[config.mk]
export PLATFORM = sky130hd
export DESIGN_NAME = mrt_ctrl
export DESIGN_NICKNAME = d
export VERILOG_FILES = /design/src/mrt_pkg.sv /design/src/mrt_ctrl.sv
export SDC_FILE = /design/constraint.sdc
export NUM_CORES = 1
export LEC_CHECK = 0
export BUFFER_PORTS_ARGS = -buffer_cell sky130_fd_sc_hd__buf_2
export CAP_MARGIN = 20
export CORE_AREA = 2 2 39 41
export DETAILED_ROUTE_END_ITERATION = 12
export DIE_AREA = 0 0 41 43
export SLEW_MARGIN = 20
export SYNTH_ARGS = -nofsm -noshare
export SYNTH_HDL_FRONTEND = slang
export SYNTH_SLANG_ARGS = --single-unit
[constraint.sdc]
create_clock -name clock -period 0.8 [get_ports clock]
set_input_delay 0.16 -clock clock [delete_from_list [all_inputs] [get_ports clock]]
set_output_delay 0.16 -clock clock [all_outputs]
set_load 0.02 [all_outputs]
[src/mrt_pkg.sv]
// Shared types, constants and helpers for the memory region table.
// No dependencies; every other file imports this package.
package mrt_pkg;

   localparam int TABLE_DEPTH = 32;
   localparam int CNT_W       = $clog2(TABLE_DEPTH + 1);
   localparam int KIND_W      = 8;
   localparam int ADDR_W      = 64;
   localparam int RIDX_W      = 5;

   // command codes
   localparam logic [1:0] CMD_CLEAR  = 2'd0;
   localparam logic [1:0] CMD_APPEND = 2'd1;
   localparam logic [1:0] CMD_QUERY  = 2'd2;
   localparam logic [1:0] CMD_READ   = 2'd3;

   // status codes
   localparam logic [1:0] STAT_OK    = 2'd0;
   localparam logic [1:0] STAT_FULL  = 2'd1;
   localparam logic [1:0] STAT_RANGE = 2'd2;

   typedef struct packed {
      logic [1:0]        cmd;
      logic [KIND_W-1:0] region_kind;
      logic [ADDR_W-1:0] region_base;
      logic [ADDR_W-1:0] region_length;
      logic [RIDX_W-1:0] read_index;
   } req_word_type;

   typedef struct packed {
      logic [1:0]        status;
      logic [5:0]        first_index;
      logic [5:0]        match_count;
      logic [KIND_W-1:0] out_kind;
      logic [ADDR_W-1:0] out_base;
      logic [ADDR_W-1:0] out_length;
      logic [5:0]        held_count;
   } rsp_word_type;

   // controller to datapath
   typedef struct packed {
      logic capture;
      logic eval;
      logic load;
   } mrt_cmd_type;

   // datapath and channels to controller
   typedef struct packed {
      logic req_valid;
      logic rsp_free;
   } mrt_stat_type;

   // count set bits of a cell flag vector
   function automatic logic [CNT_W-1:0] pop_count(logic [TABLE_DEPTH-1:0] v);
      logic [CNT_W-1:0] s;
      s = '0;
      for (int i = 0; i < TABLE_DEPTH; i++) begin
         s = s + CNT_W'(v[i]);
      end
      return s;
   endfunction

endpackage

[src/mrt_ctrl.sv]
// Controller for the memory region table: sequences capture, evaluate, load.
// Depends on mrt_pkg for the command and status structs.
module mrt_ctrl (
   input  logic                  clock,
   input  logic                  reset,
   input  mrt_pkg::mrt_stat_type stat,
   output mrt_pkg::mrt_cmd_type  cmd,
   output logic                  req_ready
);
   import mrt_pkg::*;

   typedef enum logic [1:0] {
      ST_IDLE,
      ST_EVAL,
      ST_TALLY
   } state_type;

   state_type state_ff;
   logic      ready_ff;

   // decode commands from the current state
   always_comb begin
      cmd.capture = (state_ff == ST_IDLE) && stat.req_valid;
      cmd.eval    = (state_ff == ST_EVAL);
      cmd.load    = (state_ff == ST_TALLY) && stat.rsp_free;
   end

   assign req_ready = ready_ff;

   // advance state; hold in tally until the response register frees
   always_ff @(posedge clock) begin
      if (reset) begin
         state_ff <= ST_IDLE;
         ready_ff <= 1'b1;
      end else begin
         case (state_ff)
            ST_IDLE: begin
               if (stat.req_valid) begin
                  state_ff <= ST_EVAL;
                  ready_ff <= 1'b0;
               end
            end
            ST_EVAL: begin
               state_ff <= ST_TALLY;
            end
            ST_TALLY: begin
               if (stat.rsp_free) begin
                  state_ff <= ST_IDLE;
                  ready_ff <= 1'b1;
               end
            end
            default: begin
               state_ff <= ST_IDLE;
               ready_ff <= 1'b1;
            end
         endcase
      end
   end

endmodule

# After elaboration in Yosys (flattened, before gate mapping)
# Index checks and enable logic that the tools add are counted.
[word_totals]
reg_bits = 3
input_bits = 4
output_inout_bits = 4
elab_cells = 18
[op_classes]
eq_ne = 4
muxes = 6
n_bitwise = 1
n_reduce_logical = 5
[ops]
columns = ["operator", "n"]
rows = [
  ["$pmux W2 S3", 1],
  ["$mux W2", 2],
  ["$ne A2 B2 Y1 const B", 2],
  ["$pmux W1 S3", 1],
  ["$reduce_and A3 Y1", 1],
  ["$eq A2 B1 Y1 const B", 1],
  ["$eq A2 B2 Y1 const B", 1],
  ["$logic_and A1 B1 Y1", 2],
  ["$logic_not A2 Y1", 1],
  ["$mux W1", 2],
  ["$reduce_and A2 Y1", 1],
  ["$not A1 Y1", 1],
]

# Depth between registers and ports, before layout
# Gate-level depths: netlist of the first run.
[logic_depth]
ltp_word = 3
mapped_depth = 3
mapped_depth_nobuf = 3

# Least setup slack after synthesis of the first run
# OpenSTA, ideal clock, no wires.
[synth_timing]
path_type = "reg-to-output"
from = "register state_ff[1]"
to = "output port cmd[2] in the netlist's numbering"
t_arrival_ps = 753
t_required_ps = 640
setup_slack_ps = -113
stages_incl_launch_ff = 3
path_buffers = 0
path_cell_list = "dfxtp_1 -> nand2b_1 -> nor2_1"
[synth_rtl]
columns = ["element", "line_no", "rtl"]
rows = [
  ["start: declaration", "mrt_ctrl.sv:18", "state_type state_ff;"],
  ["start signal: assignment", "mrt_ctrl.sv:33", "state_ff <= ST_IDLE;"],
  ["start signal: assignment", "mrt_ctrl.sv:39", "state_ff <= ST_EVAL;"],
  ["start signal: assignment", "mrt_ctrl.sv:44", "state_ff <= ST_TALLY;"],
  ["end: declaration", "mrt_ctrl.sv:7", "output mrt_pkg::mrt_cmd_type cmd,"],
]

==> out/results.ini, run 1 <==
[floorplan]
die_y_um=43
die_w_um=41
die_area_um2=1760
boundaryPins=8
placementRows=14
core_um2=1380
initial_core_util_pct=9.04

[sta]
slew_headroom_pct=74.9
fmax_ghz=0.914
layout_min_cycle_time_ns=1.09
drv_slew=0
finalWorstSetupSlack_ns=-0.294
rsz0062_at_grt=yes
worstMarginPinSlew_ns=0.375
final.setup_skew_ns=0.000243
post-route-period-util_pct=137
whs_ns=0.133
hold_viol=0
setup_viol=7

[setup_path]
critPathLaunchType=flip-flop
path_class=flip-flop to output port
slowest_stage=dfxtp_2
max_stage_delay_ns=0.34
crit_required_ns=0.64
end_kind=output port
critical_path.cell_chain=and2b_2 -> buf_6
cp.arrival_ns=0.93
crit_path_max_fanout=5

[logic_synthesis]
yosysSeqAreaShare_pct=48.0
yosys_warnings=0
synth_seq_cells=3
syn_area_um2=125
syn_inst=15
syn_nets=19
ys_types=9
syn_avg_cell_area_um2=8.34

[global_routing]
antenna_found_initial=0
grt_pass1_vias=132
grt_max_degree=6
grt_usage_pct=5.21
grt_first_pass_wirelength_um=448
grt_overflow=0

[route]
num_vias=173
routed_wl_um=375
final_antenna_net_count=0
drtPass1Iterations=1
drtIter0Drc=0
viasPerCell=3.60
avgRoutedWirePerCell_um=7.81
drcViolationCount=0

[placed_design]
dpl.hpwl_um=235
port_buffers=7
routabilityCongestion=0.457
place_ws_ns=-0.122

[clock_tree]
clkSinkCount=3
cts_max_level=1
clk_latency_ns=0.23
cts_buffers=3
clkSlewWorstSetupHoldPaths_ns=0.04
cts.path.max_buffers=2
clockRootBuffer=clkbuf_4
cts_tree=built

[pwr]
p_per_area_nw_per_um2=1810
p_leak_nw=0.150
ir_worst_vdd_mv=0.263

[cells_and_area]
fin_util_pct=24.3
nFillCells=161
final_common_cell=buf_6
area_growth_pct=169
drive_above_1_share_pct=81.3
diodes=0
final_cell_mix=buf_6 (6), clkbuf_4 (3), buf_2 (3), buf_4 (3)
nets=37

[worst_hold_path]
hold_class=input port to flip-flop

[run]
drv_cap=0

[status]
status=finished with violations
violations=setup timing

-- what timing repair did --
action	CTS	global route
gates resized for setup	13	5
setup buffers	2	2
endpoints found under the setup margin	7	7
pin swaps	0	1
hold buffers	0	0
-- logic make-up (layout without fill, tap and decap cells) --
| group | after synthesis | in the layout | synth area share [%] |
|---|---|---|---|
| AOI/OAI and AO/OA | 2 | 2 | 7.99 |
| buffers and inverters | 0 | 17 | 0 |
| DFF | 3 | 3 | 48.0 |
| and+or+nand+nor | 10 | 10 | 44.0 |
-- flip-flops by register name (all words and copies together) (netlist names) --
register	flops
state_ff	2
req_ready	1
-- metrics by stage --
stage	cells	instance area, µm²	TNS (ns)	power (mW)
6_report	48	337	-1.22	0.610
5_1_grt	48	337	-1.51	0.664
4_1_cts	46	305	-1.04	0.603
3_5_place_dp	40	220	-0.379	0.279
3_3_place_gp	40	220	-0.356	0.278
2_1_floorplan	15	138	-0.0189	0.230
-- layer usage --
layer  share of wire (%)  routed length [µm]  vias up  GRT usage (%)
met1                  27                 100       77           1.92
met3                  13                  50        0           6.28
met5                   0                   0        -              0
li1                    -                   -       88              -
met2                  60                 225        8           6.88
met4                   0                   0        0           8.00
-- layout make-up --
class | count | area (µm²) | area share [%]
Tap cell | 16 | 20.0 | 5.95
Clock buffer | 4 | 26.3 | 7.81
Multi-Input combinational cell | 12 | 98.8 | 29.4
Sequential cell | 3 | 66.3 | 19.7
Timing Repair Buffer | 13 | 125 | 37.2
-- synth_stat cells --
master / number / area share [%]
nor2_1: 4 / 12
dfxtp_1: 3 / 48
nor3_1: 2 / 8.0
a21oi_1: 1 / 4.0
and2b_1: 1 / 6.0
and3b_1: 1 / 7.0
nand2b_1: 1 / 5.0
nor3b_1: 1 / 6.0
o21ai_0: 1 / 4.0
-- critical path, delay by kind of cell, from the launching register on --
kind          cells  cell delay, ns
buf+inv           1            0.13
flops             1            0.34
simple gates      1            0.23
-- where the power goes --
group	switching, mW	leakage [nW]	internal (mW)
combinational	0.0677	0.109	0.101
clock	0.0755	0.0150	0.187
sequential	0.0138	0.0258	0.165
-- path summary, 6_finish.rpt --
| check | startpoint | endpoint | slack, ns | cells after the start |
|---|---|---|---|---|
| max | state_ff[1]$_SDFFE_PP0P_ | cmd[1] | -0.29 | 2 |
| min | reset | state_ff[0]$_SDFFE_PP0P_ | 0.13 | 2 |
| max reg2reg | state_ff[1]$_SDFFE_PP0P_ | state_ff[1]$_SDFFE_PP0P_ | -0.24 | 5 |
| min reg2reg | state_ff[0]$_SDFFE_PP0P_ | state_ff[0]$_SDFFE_PP0P_ | 0.53 | 2 |
Note: power is estimated with default switching activity, not from simulation.
==> run 2: changes to the inputs <==
--- a/config.mk
+++ b/config.mk
@@ -10,2 +10,4 @@
 export CORE_AREA = 2 2 39 41
+export CTS_BUF_LIST = sky130_fd_sc_hd__clkbuf_4
+export CTS_CLUSTER_DIAMETER = 60
 export DETAILED_ROUTE_END_ITERATION = 12
--- a/constraint.sdc
+++ b/constraint.sdc
@@ -3,2 +3,2 @@
 set_output_delay 0.16 -clock clock [all_outputs]
-set_load 0.02 [all_outputs]
+set_load 0.01 [all_outputs]
==> out/results.ini, run 2 (synthesized netlist as in run 1, its figures left out) <==
[placed_design]
dp_cells=39  ; -2.5%
place_ws_ns=-0.0733  ; +0.0485 ns
placed_area_um2=188  ; -15%
routabilityCongestion=0.465  ; +1.9%
port_buffers=7  ; unchanged

[cells_and_area]
largest_register_ffs=2  ; unchanged
nets=34  ; -8.1%
drive_above_1_share_pct=65.5  ; -16 points
fin_area_um2=259  ; -23%
final_cell_mix=buf_2 (6), clkbuf_4 (4), nor2_1 (3)
regMostFlops=state_ff
area_growth_pct=107
instances_no_fill=45  ; -6.3%
diodes=0  ; unchanged
multi_input_area_um2=75.1  ; -24%
seqCellArea_um2=66.3  ; unchanged
nFillCells=164  ; +1.9%
final_common_cell=buf_2

[clock_tree]
clkSinkCount=3  ; unchanged
cts_buffers=3  ; unchanged
cts_max_level=1  ; unchanged
clockRootBuffer=clkbuf_4
clkSlewWorstSetupHoldPaths_ns=0.04  ; about the same
cts.path.max_buffers=2  ; unchanged
cts_tree=built
clk_latency_ns=0.23  ; about the same

[sta]
final.setup_skew_ns=0.000805  ; +0.000562 ns
finalWorstSetupSlack_ns=-0.280  ; +0.0144 ns
rsz0062_at_grt=yes
slew_headroom_pct=85.8  ; +11 points
worstMarginPinSlew_ns=0.213  ; -0.162 ns
layout_min_cycle_time_ns=1.08  ; -0.0144 ns
drv_slew=0  ; unchanged
tns_ns=-0.908  ; +0.314 ns
fmax_ghz=0.926  ; +1.3%
post-route-period-util_pct=135  ; -1.8 points
hold_viol=0  ; unchanged
setup_viol=6  ; -1

[setup_path]
critPathLaunchType=flip-flop
crit_required_ns=0.64  ; about the same
path_class=flip-flop to output port
max_stage_delay_ns=0.35  ; about the same
critical_path.cell_chain=and2b_1 -> buf_2
crit_path_max_fanout=5  ; unchanged
critPathTopFamily=flip-flops
cp.arrival_ns=0.92  ; about the same
slowest_stage=dfxtp_2
crit_buf_inv=1  ; unchanged
end_kind=output port

[global_routing]
grtUsageMet3_pct=4.71  ; -1.6 points
grt_max_degree=7  ; +1
grt_pass1_vias=145  ; +9.8%
grt_overflow=0  ; unchanged
grt_use_met2_pct=7.19  ; +0.31 points
antenna_found_initial=0  ; unchanged
grt_usage_pct=5.62  ; +0.41 points
grt.busiest_layer=met4
grt_first_pass_wirelength_um=524  ; +17%
use_met1_pct=2.88  ; +0.97 points

[run]
drv_cap=0  ; unchanged

[floorplan]
placementRows=14  ; unchanged
die_area_um2=1760  ; unchanged
die_w_um=41  ; unchanged
initial_core_util_pct=9.04  ; unchanged
core_um2=1380  ; unchanged
boundaryPins=8  ; unchanged
die_y_um=43  ; unchanged

[pwr]
total_power_mw=0.582  ; -4.5%
combinationalPowerShare_pct=17.2  ; -10 points
ir_worst_vdd_mv=0.334  ; +27%
pwr-share-clk_pct=52.2  ; +9.2 points
p_per_area_nw_per_um2=2250  ; +24%
seqPwrFrac_pct=30.6  ; +1.3 points
internal_power_mw=0.447  ; -1.4%
swShare_pct=23.3  ; -2.4 points
p_sw_mw=0.136  ; -14%
p_leak_nw=0.124  ; -17%

[route]
avgRoutedWirePerCell_um=8.16  ; +4.4%
drtPass1Iterations=2  ; +1
routed_wl_um=367  ; -2.1%
drtIter0Drc=1  ; +1
drcViolationCount=0  ; unchanged
viasPerCell=3.53  ; -2.0%
num_vias=159  ; -8.1%
final_antenna_net_count=0  ; unchanged

[status]
violations=setup timing
status=finished with violations

[worst_hold_path]
hold_class=input port to flip-flop

[run 2: cell types whose count changed in the layout (fill, tap and decap cells not counted), sizes merged]
cell  before  now
buf       13   10
[run 2: worst reg2reg max path: stages (launching register included)]
cell and delay (ns):
dfxtp_2 0.35, and2b_1 0.20, buf_6 0.11, nor2_2 0.06
nor2_1 0.05
[run 2: path summary, 6_finish.rpt]
path,startpoint,end,slack [ns],depth (start not counted)
max,state_ff[1]$_SDFFE_PP0P_,cmd[1],-0.28,2
min,reset,state_ff[1]$_SDFFE_PP0P_,0.13,2
max reg2reg,state_ff[1]$_SDFFE_PP0P_,state_ff[1]$_SDFFE_PP0P_,-0.07,4
min reg2reg,state_ff[0]$_SDFFE_PP0P_,state_ff[0]$_SDFFE_PP0P_,0.44,1
[run 2: what timing repair did]
action	in CTS	in global routing
pin swaps	0	2
endpoints found under the setup margin	7	7
buffers inserted	1	1
hold buffers	0	0
resized for setup	5	3
[run 2: stage by stage]
| stage | hold slack [ns] | util (%) |
|---|---|---|
| global route | 0.113 | 18.7 |
| floorplan | 0.232 | - |
| finish | 0.127 | 18.7 |
| detailed placement | 0.381 | 13.6 |
| global placement | 0.377 | 13.6 |
| CTS | 0.123 | 17.5 |
[run 2: layer usage]
metal	vias to the layer above	part of all wire [%]
li1	79	-
met1	69	35
met2	9	47
met3	2	14
met4	0	3.8
met5	-	0
[run 2: layout make-up]
class | instances | area share (%)
Timing Repair Buffer | 10 | 26.1
Clock buffer | 4 | 11.6
Sequential cell | 3 | 25.6
Multi-Input combinational cell | 12 | 29.0
Tap cell | 16 | 7.73
[run 2: power groups by stage]
stage                     logic (mW)  registers (mW)  clock network [mW]
after global routing           0.110           0.179               0.346
final                          0.100           0.178               0.304
after global placement        0.0677           0.177                   0
after detailed placement      0.0676           0.177                   0
after floorplan               0.0301           0.179                   0
after CTS                     0.0915           0.179               0.323
